==> src/pnss_pkg.sv <==
// Package of the path search unit: payload types, codes, constants, helpers.
package pnss_pkg;

  localparam int PNSS_MAX_POINTS = 256;
  localparam int PNSS_LEN_W      = 9;
  localparam int PNSS_CFG_IDX_W  = 2;
  localparam int PNSS_SQ_W       = 64;
  localparam int PNSS_DIST_W     = 65;

  localparam logic signed [31:0] PNSS_MIN_VAL = 32'sh8000_0000;
  localparam logic signed [31:0] PNSS_MAX_VAL = 32'sh7FFF_FFFF;

  typedef enum logic [1:0] {
    FUNC_LOAD    = 2'd0,
    FUNC_QUERY   = 2'd1,
    FUNC_RESTART = 2'd2
  } pnss_func_e;

  typedef enum logic [PNSS_CFG_IDX_W-1:0] {
    CFG_PATH_LENGTH   = 2'd0,
    CFG_REVERSE_ORDER = 2'd1,
    CFG_MIRROR        = 2'd2
  } pnss_cfg_e;

  typedef enum logic [2:0] {
    ST_IDLE,
    ST_READ,
    ST_SQ_X,
    ST_SQ_Y,
    ST_CMP,
    ST_DECIDE,
    ST_EMIT0,
    ST_EMIT1
  } pnss_state_e;

  typedef struct packed {
    logic [1:0]         func;
    logic [7:0]         entry_index;
    logic signed [31:0] pos_x;
    logic signed [31:0] pos_y;
    logic signed [31:0] heading;
    logic signed [31:0] vel_x;
    logic signed [31:0] vel_y;
    logic signed [31:0] vel_heading;
  } pnss_req_t;

  typedef struct packed {
    logic               found;
    logic               is_last;
    logic signed [31:0] out_x;
    logic signed [31:0] out_y;
    logic signed [31:0] out_heading;
    logic signed [31:0] out_vel_x;
    logic signed [31:0] out_vel_y;
    logic signed [31:0] out_vel_heading;
  } pnss_res_t;

  typedef struct packed {
    logic signed [31:0] x;
    logic signed [31:0] y;
    logic signed [31:0] heading;
    logic signed [31:0] vel_x;
    logic signed [31:0] vel_y;
    logic signed [31:0] vel_heading;
  } pnss_point_t;

  localparam int PNSS_POINT_W = $bits(pnss_point_t);

  typedef struct packed {
    logic [PNSS_LEN_W-1:0] path_length;
    logic                  reverse_order;
    logic                  mirror;
  } pnss_cfg_t;

  function automatic logic signed [31:0] pnss_neg_sat(input logic signed [31:0] v);
    return (v == PNSS_MIN_VAL) ? PNSS_MAX_VAL : -v;
  endfunction

  function automatic pnss_point_t pnss_mirror(input pnss_point_t p, input logic m);
    pnss_point_t r;
    r = p;
    if (m) begin
      r.x           = pnss_neg_sat(p.x);
      r.heading     = pnss_neg_sat(p.heading);
      r.vel_x       = pnss_neg_sat(p.vel_x);
      r.vel_heading = pnss_neg_sat(p.vel_heading);
    end
    return r;
  endfunction

endpackage

==> src/pnss_sq_unit.sv <==
// Shared square unit: absolute difference of two coordinates, squared, registered.
module pnss_sq_unit (
  input  logic                                clk_i,
  input  logic                                en_i,
  input  logic signed [31:0]                  a_i,
  input  logic signed [31:0]                  b_i,
  output logic [pnss_pkg::PNSS_SQ_W-1:0]      sq_o
);

  logic [32:0]                       diff;
  logic [32:0]                       mag_w;
  logic [31:0]                       mag;
  logic [pnss_pkg::PNSS_SQ_W-1:0]    sq_d;
  logic [pnss_pkg::PNSS_SQ_W-1:0]    sq_q;

  always_comb begin
    diff  = {a_i[31], a_i} - {b_i[31], b_i};
    mag_w = diff[32] ? (~diff + 33'd1) : diff;
    // magnitude of two 32-bit signed values always fits 32 unsigned bits
    mag   = mag_w[31:0];
    sq_d  = 64'(mag) * 64'(mag);
  end

  always_ff @(posedge clk_i) begin
    if (en_i) begin
      sq_q <= sq_d;
    end
  end

  assign sq_o = sq_q;

endmodule

==> config.mk <==
export PLATFORM = sky130hd
export DESIGN_NAME = pnss_sq_unit
export DESIGN_NICKNAME = d
export VERILOG_FILES = /design/src/pnss_pkg.sv /design/src/pnss_sq_unit.sv
export SDC_FILE = /design/constraint.sdc
export NUM_CORES = 2
export LEC_CHECK = 0
export BUFFER_PORTS_ARGS = -buffer_cell sky130_fd_sc_hd__buf_4
export CAP_MARGIN = 10
export CORE_MARGIN = 2
export CORE_UTILIZATION = 35
export CTS_CLUSTER_DIAMETER = 150
export DETAILED_ROUTE_END_ITERATION = 6
export HOLD_SLACK_MARGIN = 0.12
export PLACE_DENSITY = 0.58
export RECOVER_POWER = 100
export SYNTH_ARGS = -nofsm -noshare
export SYNTH_HDL_FRONTEND = slang
export SYNTH_SLANG_ARGS = --single-unit
==> constraint.sdc <==
create_clock -name clk_i -period 12.4 [get_ports clk_i]
set_input_delay 0.62 -clock clk_i [delete_from_list [all_inputs] [get_ports clk_i]]
set_output_delay 0.62 -clock clk_i [all_outputs]
set_load 0.1 [all_outputs]
**Word level (Yosys, flattened, before mapping)**

Cells that the tools add are included.

- Multipliers: 1
- Add/subtract/negate cells: 2
- Bitwise operators: 1
- Multiplexer cells: 1

Operators with widths:

| operator | count |
|---|---|
| $mul A32 B32 Y64 | 1 |
| $sub A32 B32 Y33 | 1 |
| $add A32 B1 Y32 const B | 1 |
| $mux W32 | 1 |
| $not A32 Y32 | 1 |

- Output and inout bits: 64
- Word-level logic and storage cells: 6
- Input bits: 66
- Flip-flop bits (word level): 64

**Logic depth before layout (Yosys ltp)**

- Depth after elaboration: 5
- Mapped depth: 47
- Mapped depth without buffers: 43

**Worst setup path before layout**

Ideal clock, no wire load.

- Kind: input to register
- Start point: input a_i[0]
- End point: register sq_q, in the netlist sq_o[60] (data pin)
- Stages: 44
- Data required time: 12.136 ns
- Path slack: 1.046 ns
- Path buffers: 4
- Setup time: 0.264 ns
- Arrival time: 11.091 ns
- Cell sequence: inv_1 -> ha_1 -> fa_1 -> nand2b_1 -> a21oi_1 -> o21bai_1 -> o21ai_1 -> nand4_1 -> a31o_2 -> or2_2 -> a31oi_1 -> buf_2 -> nor2_1 -> xnor2_1 -> clkbuf_1 -> clkbuf_1 -> nand2_1 -> fa_1 -> [... 8 more ...] -> fa_1 -> fa_1 -> fa_1 -> inv_1 -> ha_1 -> clkbuf_1 -> nand2_1 -> nor2_1 -> a41oi_1 -> o21ai_0 -> or2_2 -> o2111ai_1 -> nand2_1 -> and3_1 -> or3_1 -> a41o_1 -> a221oi_1 -> xnor2_1

- Cells in the longest elaborated chain, start to end: 5

Ends and longest elaborated chain:

| what | RTL line | RTL |
|---|---|---|
| start: declaration | pnss_sq_unit.sv:5 | `input logic signed [31:0] a_i,` |
| $sub A32 B32 Y33 * | pnss_sq_unit.sv:17 | `diff = {a_i[31], a_i} - {b_i[31], b_i};` |
| $not A32 Y32 | pnss_sq_unit.sv:18 | `mag_w = diff[32] ? (~diff + 33'd1) : diff;` |
| $add A32 B1 Y32 | pnss_sq_unit.sv:18 |  |
| $mux W32 * | pnss_sq_unit.sv:18 |  |
| $mul A32 B32 Y64 * | pnss_sq_unit.sv:21 | `sq_d = 64'(mag) * 64'(mag);` |
| net sq_d (one bit) | pnss_sq_unit.sv:13 | `logic [pnss_pkg::PNSS_SQ_W-1:0] sq_d;` |
| end signal: assignment | pnss_sq_unit.sv:26 | `sq_q <= sq_d;` |
| end: declaration | pnss_sq_unit.sv:14 | `logic [pnss_pkg::PNSS_SQ_W-1:0] sq_q;` |

Mark *: on every way through the listed nets, which the timed path passes. The rest lies on a longest branch.
A chain may end at the register's enable or synchronous reset.

**Worst setup path in the final report**

Ends and elaborated chain as after synthesis.

==> run_results.csv <==
group,metric,value,unit
status,status,"finished, violations left",
status,violations,"max-capacitance violations, max-slew violations",
cts,cts_hold_buf,0,
timing,worst_slew_pin_slew,3.036,ns
detailed_routing,ant_nets,0,
worst_setup_path,arrival,12.10,ns
floorplanning,die_area,98410,um2
logic_synthesis,ys_ff_latch,63,
global_route,use_met2,35.33,%
global_route,overflow,0,
global_route,antenna_found_initial,1,
logic_synthesis,synth-edff-count,63,
worst_setup_path,max_stage_delay,0.61,ns
floorplanning,core-area,95010,um2
logic_synthesis,synth_ff_type,"edfxtp_1",
detailed_routing,dr.pass1.iters,7,
logic_synthesis,yosysMostFrequentCell,"inv_1",
worst_hold_path,hold_path_class,"primary input to register",
detailed_routing,drt_wl_total,99.67,mm
floorplanning,start_util,35.33,%
global_route,grt_max_degree,45,
cts,tritoncts,"done",
finish,largest_register_ffs,63,
worst_setup_path,path_class,"primary input to register",
logic_synthesis,syn_nets,4871,
detailed_routing,drc_errors,0,
global_route,grt_pass1_vias,27180,
worst_setup_path,critPathMostFrequentCell,"fa_1",
global_route,grt_pass1_wl,156.7,mm
floorplanning,fp.dieW,313.7,um
timing,maxSlewViolCount,70,
logic_synthesis,async_flop_share,0,%
finish,postLayoutCoreUtil,38.87,%
worst_setup_path,critPathMaxFanout,7,
logic_synthesis,syn_inst,3691,
worst_setup_path,crit_required,12.54,ns
logic_synthesis,synth_area_leaders,"fa_1 (48%), ha_1 (12%), inv_1 (12%), edfxtp_1 (5.6%), nor2_1 (3.7%)",
finish,layout-drive-gt1-share,7.093,%
detailed_routing,drtIter0Drc,1625,
cts,clk_path_buf_depth,2,
worst_setup_path,cp-start-kind,"primary input",
global_route,grtUsageTotal,20.99,%
cts,root_buffer,"clkbuf_16",
global_route,met1_usage,27.10,%
worst_setup_path,worst_setup_path_end_kind,"register",
cts,cts_buffers,9,
finish,area_delta_synth_final,10.00,%
finish,fillers,9742,
timing,rsz0062_at_grt,"yes",
logic_synthesis,syn_area_per_cell,9.095,um2
timing,hold_viol,0,
logic_synthesis,synth_area,33570,um2
logic_synthesis,ys_seq_area_share,5.635,%
placement,place.gp.congestion,0.9948,
placement,hpwl,84.69,mm
cts,htreeDepth,3,
run,cap_violations,2,
logic_synthesis,synth_top_area_share,47.53,%
logic_synthesis,ys_warn_count,0,
worst_setup_path,slowest_stage,"or4b_4",
cts,clock-sinks,63,
detailed_routing,vias,25070,
timing,setup_viol,0,
timing,fin_crit_sh,96.50,%
timing,min_period,11.97,ns
finish,final_nets,5024,
logic_synthesis,synth.distinct_cells,82,
detailed_routing,vias_per_cell,4.902,
finish,antenna_cells,0,
timing,slew_headroom,-102.4,%
timing,max_freq,0.08357,GHz
placement,port_buffers,128,
detailed_routing,wl_per_cell,19.49,um
logic_synthesis,synth_common_cells,"inv_1 (1037), fa_1 (797), nor2_1 (330)",
cts,path_clk_slew,0.06,ns
global_route,top_usage_layer,"met2",
floorplanning,die_h,313.7,um
floorplanning,rows,113,
logic_synthesis,yosys.area.top_type,"fa_1",
floorplanning,pin_count,130,
global_route,use_met3,3.998,%
cells by family (layout without fill, tap and decap cells):
family	count (synthesis)	in the layout	synth area share, %
buf+inv	1175	1333	13.28
fa+ha+maj	1114	1114	59.34
xor+xnor	149	149	4.111
mux	6	6	0.1826
compound gates	371	371	7.111
simple gates	812	812	10.32
flops	63	63	5.635
other cells	1	1	0.01117
placed cells by master, fill, tap and decap left out, drive strengths merged, types with 50 or more instances in the layout:
cell       n
inv     1045
fa       797
nor2     332
nand2    323
ha       317
buf      197
a21oi    122
xnor2     86
clkbuf    80
o21ai     72
edfxtp    63
xor2      63
a21o      50
what timing repair did:
item,CTS,global route
endpoints found under the setup margin,0,3
gates resized for setup,0,10
buffers inserted,0,2
endpoints found under the hold margin,0,0
through the flow:
step                      instance area (um2)  TNS [ns]  hold slack (ns)  setup WS (ns)  instances
after floorplan                         33570         0           0.7325          1.046       3691
after global placement                  36820         0            1.021         0.2231       5096
after detailed placement                36820         0            1.027         0.1430       5096
after CTS                               37130         0           0.5971         0.5600       5112
after global routing                    36930  -0.03667            1.018       -0.02112       5114
final                                   36930         0           0.9696         0.4339       5114
per-layer routing:
metal / wire length, um / up-vias
met1: 39790 / 12620
li1: - / 11330
met4: 3755 / 2
met2: 48390 / 923
met5: 8 / -
met3: 7734 / 189
layout make-up:
class	instances	area, um2	area share, %
repair buffers	268	1874	5.076
inverters	1049	3941	10.67
multi-input cells	2453	27330	74.00
flip-flops and latches	63	1892	5.123
clock buffers	9	225.2	0.6099
well taps	1265	1583	4.286
clock inverters	7	87.58	0.2372
worst max-delay path, delay by kind of cell:
family                   cells  cell delay (ns)
adder cells (fa/ha/maj)     11             5.05
XOR/XNOR                     3             0.40
buffers and inverters        9             1.01
AO/OA/AOI/OAI               11             2.53
AND/OR/NAND/NOR              8             2.47
path summary, 6_finish.rpt:
path                    from        to  slack [ns]  cells past startpoint
worst max-delay path  a_i[0]  sq_o[60]        0.43                     42
worst min-delay path    en_i  sq_o[45]        0.97                      1
Power is left out: the tool's default activity adds up to more than one toggle a clock period on the data nets, which glitch-free logic cannot reach.
