File: src/pnss_pkg.sv
// Package of the path search unit: payload types, codes, constants, helpers.
package pnss_pkg;

  localparam int PNSS_MAX_POINTS = 256;
  localparam int PNSS_LEN_W      = 9;
  localparam int PNSS_CFG_IDX_W  = 2;
  localparam int PNSS_SQ_W       = 64;
  localparam int PNSS_DIST_W     = 65;

  localparam logic signed [31:0] PNSS_MIN_VAL = 32'sh8000_0000;
  localparam logic signed [31:0] PNSS_MAX_VAL = 32'sh7FFF_FFFF;

  typedef enum logic [1:0] {
    FUNC_LOAD    = 2'd0,
    FUNC_QUERY   = 2'd1,
    FUNC_RESTART = 2'd2
  } pnss_func_e;

  typedef enum logic [PNSS_CFG_IDX_W-1:0] {
    CFG_PATH_LENGTH   = 2'd0,
    CFG_REVERSE_ORDER = 2'd1,
    CFG_MIRROR        = 2'd2
  } pnss_cfg_e;

  typedef enum logic [2:0] {
    ST_IDLE,
    ST_READ,
    ST_SQ_X,
    ST_SQ_Y,
    ST_CMP,
    ST_DECIDE,
    ST_EMIT0,
    ST_EMIT1
  } pnss_state_e;

  typedef struct packed {
    logic [1:0]         func;
    logic [7:0]         entry_index;
    logic signed [31:0] pos_x;
    logic signed [31:0] pos_y;
    logic signed [31:0] heading;
    logic signed [31:0] vel_x;
    logic signed [31:0] vel_y;
    logic signed [31:0] vel_heading;
  } pnss_req_t;

  typedef struct packed {
    logic               found;
    logic               is_last;
    logic signed [31:0] out_x;
    logic signed [31:0] out_y;
    logic signed [31:0] out_heading;
    logic signed [31:0] out_vel_x;
    logic signed [31:0] out_vel_y;
    logic signed [31:0] out_vel_heading;
  } pnss_res_t;

  typedef struct packed {
    logic signed [31:0] x;
    logic signed [31:0] y;
    logic signed [31:0] heading;
    logic signed [31:0] vel_x;
    logic signed [31:0] vel_y;
    logic signed [31:0] vel_heading;
  } pnss_point_t;

  localparam int PNSS_POINT_W = $bits(pnss_point_t);

  typedef struct packed {
    logic [PNSS_LEN_W-1:0] path_length;
    logic                  reverse_order;
    logic                  mirror;
  } pnss_cfg_t;

  function automatic logic signed [31:0] pnss_neg_sat(input logic signed [31:0] v);
    return (v == PNSS_MIN_VAL) ? PNSS_MAX_VAL : -v;
  endfunction

  function automatic pnss_point_t pnss_mirror(input pnss_point_t p, input logic m);
    pnss_point_t r;
    r = p;
    if (m) begin
      r.x           = pnss_neg_sat(p.x);
      r.heading     = pnss_neg_sat(p.heading);
      r.vel_x       = pnss_neg_sat(p.vel_x);
      r.vel_heading = pnss_neg_sat(p.vel_heading);
    end
    return r;
  endfunction

endpackage

File: src/pnss_ctrl.sv
// Sequencer: request decode, path scan, nearest pair tracking and result output.
module pnss_ctrl #(
  parameter int MAX_POINTS = pnss_pkg::PNSS_MAX_POINTS
) (
  input  logic                                clk_i,
  input  logic                                rst_ni,
  input  logic                                start_i,
  input  pnss_pkg::pnss_req_t                 req_i,
  input  pnss_pkg::pnss_cfg_t                 cfg_i,
  output logic                                busy_o,
  output logic                                res_valid_o,
  output pnss_pkg::pnss_res_t                 res_o,
  output logic                                ram_we_o,
  output logic [$clog2(MAX_POINTS)-1:0]       ram_waddr_o,
  output logic [pnss_pkg::PNSS_POINT_W-1:0]   ram_wdata_o,
  output logic                                ram_re_o,
  output logic [$clog2(MAX_POINTS)-1:0]       ram_raddr_o,
  input  logic [pnss_pkg::PNSS_POINT_W-1:0]   ram_rdata_i,
  output logic                                sq_en_o,
  output logic signed [31:0]                  sq_a_o,
  output logic signed [31:0]                  sq_b_o,
  input  logic [pnss_pkg::PNSS_SQ_W-1:0]      sq_i
);

  localparam int AW = $clog2(MAX_POINTS);
  localparam int IW = $clog2(MAX_POINTS + 1);
  localparam int DW = pnss_pkg::PNSS_DIST_W;

  pnss_pkg::pnss_state_e state_q, state_d;

  logic [IW-1:0]                   start_q, start_d;
  logic [IW-1:0]                   i_q, i_d;
  logic [IW-1:0]                   i1_q, i1_d;
  logic [IW-1:0]                   i2_q, i2_d;
  logic                            v1_q, v1_d;
  logic                            v2_q, v2_d;
  logic [DW-1:0]                   d1_q, d1_d;
  logic [DW-1:0]                   d2_q, d2_d;
  logic [pnss_pkg::PNSS_SQ_W-1:0]  sqx_q, sqx_d;
  logic signed [31:0]              rx_q, rx_d;
  logic signed [31:0]              ry_q, ry_d;
  logic                            res_valid_q, res_valid_d;
  pnss_pkg::pnss_res_t             res_q, res_d;

  logic [IW-1:0]        n_len;
  logic [IW-1:0]        rd_idx;
  logic [IW-1:0]        i_next;
  logic [IW-1:0]        lo;
  logic [DW-1:0]        pt_dist;
  logic                 lt1;
  logic                 lt2;
  pnss_pkg::pnss_point_t pt_m;
  pnss_pkg::pnss_point_t wr_pt;

  assign n_len = (32'(cfg_i.path_length) > 32'(MAX_POINTS)) ? IW'(MAX_POINTS)
                                                            : IW'(cfg_i.path_length);
  assign i_next  = i_q + IW'(1);
  assign lo      = (i1_q < i2_q) ? i1_q : i2_q;
  assign pt_dist = {1'b0, sqx_q} + {1'b0, sq_i};
  assign lt1     = !v1_q || (pt_dist < d1_q);
  assign lt2     = !v2_q || (pt_dist < d2_q);
  assign pt_m    = pnss_pkg::pnss_mirror(pnss_pkg::pnss_point_t'(ram_rdata_i), cfg_i.mirror);

  always_comb begin
    wr_pt.x           = req_i.pos_x;
    wr_pt.y           = req_i.pos_y;
    wr_pt.heading     = req_i.heading;
    wr_pt.vel_x       = req_i.vel_x;
    wr_pt.vel_y       = req_i.vel_y;
    wr_pt.vel_heading = req_i.vel_heading;
  end

  assign ram_wdata_o = wr_pt;
  assign ram_waddr_o = AW'(req_i.entry_index);

  // Read address: scan position, or the lower pair index when deciding, mapped through the walk direction.
  always_comb begin
    case (state_q)
      pnss_pkg::ST_CMP, pnss_pkg::ST_EMIT0: rd_idx = i_next;
      pnss_pkg::ST_DECIDE:                  rd_idx = lo;
      default:                              rd_idx = i_q;
    endcase
    ram_raddr_o = cfg_i.reverse_order ? AW'(n_len - IW'(1) - rd_idx) : AW'(rd_idx);
    ram_re_o    = (state_q == pnss_pkg::ST_READ) || (state_q == pnss_pkg::ST_CMP) ||
                  (state_q == pnss_pkg::ST_DECIDE) || (state_q == pnss_pkg::ST_EMIT0);
  end

  always_comb begin
    state_d     = state_q;
    start_d     = start_q;
    i_d         = i_q;
    i1_d        = i1_q;
    i2_d        = i2_q;
    v1_d        = v1_q;
    v2_d        = v2_q;
    d1_d        = d1_q;
    d2_d        = d2_q;
    sqx_d       = sqx_q;
    rx_d        = rx_q;
    ry_d        = ry_q;
    res_valid_d = 1'b0;
    res_d       = res_q;
    ram_we_o    = 1'b0;
    sq_en_o     = 1'b0;
    sq_a_o      = rx_q;
    sq_b_o      = pt_m.x;

    case (state_q)
      pnss_pkg::ST_IDLE: begin
        if (start_i) begin
          case (req_i.func)
            pnss_pkg::FUNC_LOAD: begin
              ram_we_o = (32'(req_i.entry_index) < 32'(MAX_POINTS));
            end
            pnss_pkg::FUNC_RESTART: begin
              start_d = '0;
            end
            pnss_pkg::FUNC_QUERY: begin
              rx_d    = req_i.pos_x;
              ry_d    = req_i.pos_y;
              i_d     = start_q;
              v1_d    = 1'b0;
              v2_d    = 1'b0;
              state_d = (start_q < n_len) ? pnss_pkg::ST_READ : pnss_pkg::ST_DECIDE;
            end
            default: ;
          endcase
        end
      end
      pnss_pkg::ST_READ: begin
        state_d = pnss_pkg::ST_SQ_X;
      end
      pnss_pkg::ST_SQ_X: begin
        sq_en_o = 1'b1;
        state_d = pnss_pkg::ST_SQ_Y;
      end
      pnss_pkg::ST_SQ_Y: begin
        sq_en_o = 1'b1;
        sq_a_o  = ry_q;
        sq_b_o  = pt_m.y;
        sqx_d   = sq_i;
        state_d = pnss_pkg::ST_CMP;
      end
      pnss_pkg::ST_CMP: begin
        // earlier point keeps its rank on equal distance
        if (lt1) begin
          v2_d = v1_q;
          i2_d = i1_q;
          d2_d = d1_q;
          v1_d = 1'b1;
          i1_d = i_q;
          d1_d = pt_dist;
        end else if (lt2) begin
          v2_d = 1'b1;
          i2_d = i_q;
          d2_d = pt_dist;
        end
        i_d     = i_next;
        state_d = (i_next < n_len) ? pnss_pkg::ST_SQ_X : pnss_pkg::ST_DECIDE;
      end
      pnss_pkg::ST_DECIDE: begin
        if (!(v1_q && v2_q)) begin
          start_d       = '0;
          res_valid_d   = 1'b1;
          res_d         = '0;
          res_d.is_last = 1'b1;
          state_d       = pnss_pkg::ST_IDLE;
        end else begin
          start_d = lo;
          i_d     = lo;
          // drop pairs whose lower index plus two reaches the path length
          if ((IW+1)'(lo) + (IW+1)'(2) >= (IW+1)'(n_len)) begin
            res_valid_d   = 1'b1;
            res_d         = '0;
            res_d.is_last = 1'b1;
            state_d       = pnss_pkg::ST_IDLE;
          end else begin
            state_d = pnss_pkg::ST_EMIT0;
          end
        end
      end
      pnss_pkg::ST_EMIT0: begin
        res_valid_d           = 1'b1;
        res_d.found           = 1'b1;
        res_d.is_last         = 1'b0;
        res_d.out_x           = pt_m.x;
        res_d.out_y           = pt_m.y;
        res_d.out_heading     = pt_m.heading;
        res_d.out_vel_x       = pt_m.vel_x;
        res_d.out_vel_y       = pt_m.vel_y;
        res_d.out_vel_heading = pt_m.vel_heading;
        state_d               = pnss_pkg::ST_EMIT1;
      end
      pnss_pkg::ST_EMIT1: begin
        res_valid_d           = 1'b1;
        res_d.found           = 1'b1;
        res_d.is_last         = 1'b1;
        res_d.out_x           = pt_m.x;
        res_d.out_y           = pt_m.y;
        res_d.out_heading     = pt_m.heading;
        res_d.out_vel_x       = pt_m.vel_x;
        res_d.out_vel_y       = pt_m.vel_y;
        res_d.out_vel_heading = pt_m.vel_heading;
        state_d               = pnss_pkg::ST_IDLE;
      end
      default: begin
        state_d = pnss_pkg::ST_IDLE;
      end
    endcase
  end

  always_ff @(posedge clk_i or negedge rst_ni) begin
    if (!rst_ni) begin
      state_q     <= pnss_pkg::ST_IDLE;
      start_q     <= '0;
      v1_q        <= 1'b0;
      v2_q        <= 1'b0;
      res_valid_q <= 1'b0;
    end else begin
      state_q     <= state_d;
      start_q     <= start_d;
      v1_q        <= v1_d;
      v2_q        <= v2_d;
      res_valid_q <= res_valid_d;
    end
  end

  always_ff @(posedge clk_i) begin
    i_q   <= i_d;
    i1_q  <= i1_d;
    i2_q  <= i2_d;
    d1_q  <= d1_d;
    d2_q  <= d2_d;
    sqx_q <= sqx_d;
    rx_q  <= rx_d;
    ry_q  <= ry_d;
    res_q <= res_d;
  end

  assign busy_o      = (state_q != pnss_pkg::ST_IDLE);
  assign res_valid_o = res_valid_q;
  assign res_o       = res_q;

endmodule

File: config.mk
export PLATFORM = sky130hd
export DESIGN_NAME = pnss_ctrl
export DESIGN_NICKNAME = d
export VERILOG_FILES = /design/src/pnss_pkg.sv /design/src/pnss_ctrl.sv
export SDC_FILE = /design/constraint.sdc
export NUM_CORES = 1
export LEC_CHECK = 0
export BUFFER_PORTS_ARGS = -buffer_cell sky130_fd_sc_hd__buf_2
export CAP_MARGIN = 15
export CORE_AREA = 4 4 367 369
export DETAILED_ROUTE_END_ITERATION = 7
export DIE_AREA = 0 0 371 373
export SYNTH_ARGS = -nofsm -noshare
export SYNTH_HDL_FRONTEND = slang
export SYNTH_SLANG_ARGS = --single-unit
File: constraint.sdc
create_clock -name clk_i -period 20.4 [get_ports clk_i]
set_input_delay 5.1 -clock clk_i [delete_from_list [all_inputs] [get_ports clk_i]]
set_output_delay 5.1 -clock clk_i [all_outputs]
set_load 0.05 [all_outputs]
After elaboration in Yosys (flattened, before gate mapping). Cells that the tools add are included.

Input port bits: 472. Latch bits: 0. Bits in registers: 494. Bits in writable memories: 0. Logic and storage cells: 134. Memories: 0. Output and inout port bits: 471. ROM bits: 0.

Bitwise gates (word level): 0. Divide/modulo/power cells: 0. Add/subtract/negate cells: 9. Shift-type cells: 0. Equal/unequal tests: 20. Reduce and logical (&&, ||, !) cells: 28. Multiplexer cells: 49. $lt $le $gt $ge: 7. Multiply operators: 0.

Operators with widths (number): $pmux 194 s3 (1); $mux 194 (2); $mux 32 (8); $lt 65x65->1 (2); $mux 65 (2); $eq 32x32->1 const B (4); $neg 32->32 (4); $mux 9 (10); $add 64x64->65 (1); $mux 64 (1); $lt 9x9->1 (3); $pmux 9 s3 (1); $pmux 3 s8 (1); $mux 3 (6); $pmux 9 s2 (1); $pmux 8 s2 (1); $eq 3x3->1 const B (4); $reduce_and 4->1 (3); $mux 1 (11); $add 9x2->10 const B (1); $ge 10x9->1 (1); $add 9x1->9 const B (1); $gt 9x9->1 const B (1); $reduce_bool 3->1 (3); other kinds (21) (40).

Depth between registers and ports, before layout.
Word-level depth: 7. Mapped depth: 25. Mapped depth without buffers: 23.

Worst setup path before layout. Ideal clock, no wire load.

Path kind: input to output. Start: in ram_rdata_i[173] in the netlist's numbering. End: out sq_b_o[2]. Arrival: 9023 ps. Slack: 6277 ps. Path buffers: 1. Stages on the path: 10. Data required time: 15300 ps. Cells stage by stage: or4_1 > or4b_1 > nor3_1 > nor3b_1 > nor3b_1 > nand3_1 > clkbuf_1 > a211oi_1 > nor2_1 > o21ai_0.

Word-level cells in the longest chain between the ends: 4.

Ends and longest elaborated chain: start, declared (line pnss_ctrl.sv:18) `input logic [pnss_pkg::PNSS_POINT_W-1:0] ram_rdata_i,`; $eq 32x32->1 (line pnss_pkg.sv:76) `return (v == PNSS_MIN_VAL) ? PNSS_MAX_VAL : -v;`; $mux 32 (line pnss_pkg.sv:76); $mux 32 (line pnss_pkg.sv:82) `if (m) begin`; $mux 32 (line pnss_ctrl.sv:108) `case (state_q)`; end, declared (line pnss_ctrl.sv:21) `output logic signed [31:0] sq_b_o,`.

Every way passes these cells.

Worst setup path after layout.
Start: in ram_rdata_i[171] in the netlist's numbering. End: out sq_b_o[29].

Word-level cells in the longest chain between the ends: 4. Elaborated cells between the ends (all ways): 5. Those cells by class: add/sub: 1; eq/ne: 1; mux: 3.

Ends and longest elaborated chain (line): $neg 32->32 / $eq 32x32->1 (equally long branches) (pnss_pkg.sv:76); $mux 32 (*) (pnss_pkg.sv:76); $mux 32 (*) (pnss_pkg.sv:82); $mux 32 (*) (pnss_ctrl.sv:108).

Mark *: on every way between the ends. The rest lies on a longest branch, timed or not.

==> metrics.txt <==
status=completed; largest area contributor in the netlist=edfxtp_1; Max rail drop VDD=88.7 uV; post-synth cell types=82; total power=5.76 mW; leading register cell type out of synthesis=edfxtp_1; mux share of post-synthesis cell area=2.76%; CTS buffer count=66; initial antenna violation count=57; Worst-Skew Late Latency=0.66 ns; share of layout cells above drive strength 1=25.0%; Initial DRC Count=2,207; Post-Synth Adder-Cell Area=9.59%; largest net degree at the start of global routing=93; Leak Pwr=15.4 nW; first-pass GRT wire length=180,000 um; # fillers=13,900; Worst R2R End=d1_q[8]$_DFFE_PP_; pin slew with the least headroom to its limit=1.08 ns; RSZ-0062 raised after global routing=false; Synth Area in XOR/XNOR=2.25%; die area=0.138 mm2; global route overflow=0; #FFs+latches synth=494; CP startpoint=ram_rdata_i[171]; Post-Synth Simple-Gate Area=15.3%; R2R depth=24; via count=26,500; vias per cell=4.91; power per standard cell area=154 mW/mm2; 1st-pass router iterations=7; Critical Path AT=9.69 ns; initial core utilization=24.0%; Die H=373 um; M1 GR Usage=20.3%; clock period minus worst slack=14.79 ns; post-route insts no fill=5,400; HPWL Detailed=102,000 um; setup TNS=0 ns; Total Nets Final=4,295; input/output buffers=670; period utilization=72.5%; Critical Path End Type=primary output; worst path required time=15.30 ns; DRC=0; Worst Setup Path Type=primary input to primary output; synth top area cells=edfxtp_1 46%, ha_1 9.5%, buf_4 4.8%; Slew Viols, Final=0; area of the multi-input gates=0.0140 mm2; Reg clk slew, reported paths=0.06 ns; CTS Hold Bufs=0; Synth Area per Inst=10.0 um2; # clock sinks=494; root cell of the clock tree=clkbuf_16; placement row count=133; Compound-Gate Fraction of Synth Area=14.5%; max_slew headroom=28.0%; GP Congestion=0.927; ys async rst share=3.04%; Seq/Total Area, Yosys=46.9%; grt peak-use layer=met2; crit path capture=sq_b_o[29]; vias in the first global route=25,200; largest family of logic cells by synthesized area=simple AND/OR/NAND/NOR gates; HP Class=flip-flop to flip-flop; DR WL/cell=23.8 um; r2r setup slk=12.83 ns; post-detailed-routing wire length=129,000 um; reg2reg start=sqx_q[0]$_DFFE_PP_; Die Wd=371 um; H-tree lvl count=3; cell area after synthesis=0.0315 mm2; Ports=943; CTS tree=built; Syn. warnings=0; GR Util met2=29.8%; setup repair bufs after CTS=0; Hold Fails Final Rpt=0; CP Launch Type=primary input; endpoints failing setup=0; post-synthesis cell count=3,144; Crit Path Max Fanout=15; CTS Buffer Depth=3; placed cell count=5,270; Reg area=0.0148 mm2; core area=0.131 mm2; Synth top cells by count=479 x edfxtp_1, 312 x nand2_1, 272 x nor2_1; Layout Skew=0.0363 ns; Total GRT Usage=17.8%; met3 global-route usage=5.86%; Synth top area share=45.7%; Post-synth EDFFs=479; Fin Hold WS=0.487 ns; Synthesized Nets=3,856; max frequency=67.6 MHz; P&R area growth vs syn=19.0%; count leader, synth=edfxtp_1; Final ANT Viol Nets=0; max_cap viols=0; Resized cells post-CTS=0
==> cells in the final DEF (no fill, tap or decap), types with 70 or more instances in the layout <==
master,netlist,final
nor2_1,272,268
buf_2,2,669
a311oi_1,70,70
ha_1,238,238
edfxtp_1,479,479
a21oi_1,219,219
inv_1,199,198
o21ai_0,186,185
mux2_2,71,71
nand2_1,312,308
and3_1,77,77
==> critical path: stages <==
cell,delay (ns)
buf_2,0.13
or4_1,0.58
or4b_1,0.57
nor3_1,0.36
nor3b_1,0.34
nor3b_1,0.52
nand3_1,0.61
a21oi_1,0.31
o22ai_1,0.19
o21ai_0,0.59
buf_2,0.39
==> cell families after synthesis <==
group | after synthesis
adders and majority gates | 240
buffers and inverters | 524
DFF | 494
and+or+nand+nor | 1004
xor gates and xnor gates | 81
AOI/OAI and AO/OA | 723
muxes | 78
==> final cells by class <==
type	count	area share (%)
Clock buffer	78	4.61
Antenna cell	17	0.114
Inverter	201	2.03
Tap cell	1755	5.86
Multi-Input combinational cell	2126	37.5
Clock inverter	35	0.952
Sequential cell	494	39.4
Timing Repair Buffer	694	9.49
==> per-layer routing <==
layer / routed length, um / up-vias / share of wire, %
met5: 130 / - / 0.10
met4: 6690 / 22 / 5.2
met3: 12200 / 340 / 9.5
met2: 61100 / 1146 / 47
met1: 48600 / 12700 / 38
li1: - / 12300 / -
==> state kept, by name, indices dropped and copies added (netlist names) <==
signal and count:
res_o 194, d1_q 65, d2_q 65, sqx_q 64, rx_q 32, ry_q 32, i1_q 9, i2_q 9
i_q 9, start_q 9, state_q 3, res_valid_o 1, v1_q 1, v2_q 1
==> where the power goes <==
group	leakage, nW	total (mW)	switching, mW	internal [mW]
combinational	9.73	2.92	2.13	0.794
sequential	4.69	1.70	0.129	1.57
clock	1.01	1.14	0.490	0.652
==> worst min-delay path by stage <==
stage / endpoint / from / slack [ns] / depth (start not counted)
after floorplan: i1_q[2]$_DFFE_PP_ / i_q[2]$_DFFE_PP_ / 0.42 / 0
after global placement: i1_q[5]$_DFFE_PP_ / i_q[5]$_DFFE_PP_ / 0.46 / 0
after detailed placement: i1_q[5]$_DFFE_PP_ / i_q[5]$_DFFE_PP_ / 0.47 / 0
after CTS: i1_q[5]$_DFFE_PP_ / i_q[5]$_DFFE_PP_ / 0.48 / 0
after global routing: i1_q[5]$_DFFE_PP_ / i_q[5]$_DFFE_PP_ / 0.50 / 0
final: i1_q[5]$_DFFE_PP_ / i_q[5]$_DFFE_PP_ / 0.49 / 0
==> stage by stage <==
step	worst slack [ns]	utilization, %	cell area, um2
3_3_place_gp	5.57	26.9	35300
6_report	5.61	28.6	37400
3_5_place_dp	5.55	26.9	35300
2_1_floorplan	6.28	-	31500
5_1_grt	5.33	28.5	37400
4_1_cts	5.53	28.5	37400
Power figures use the tool's default switching activity.
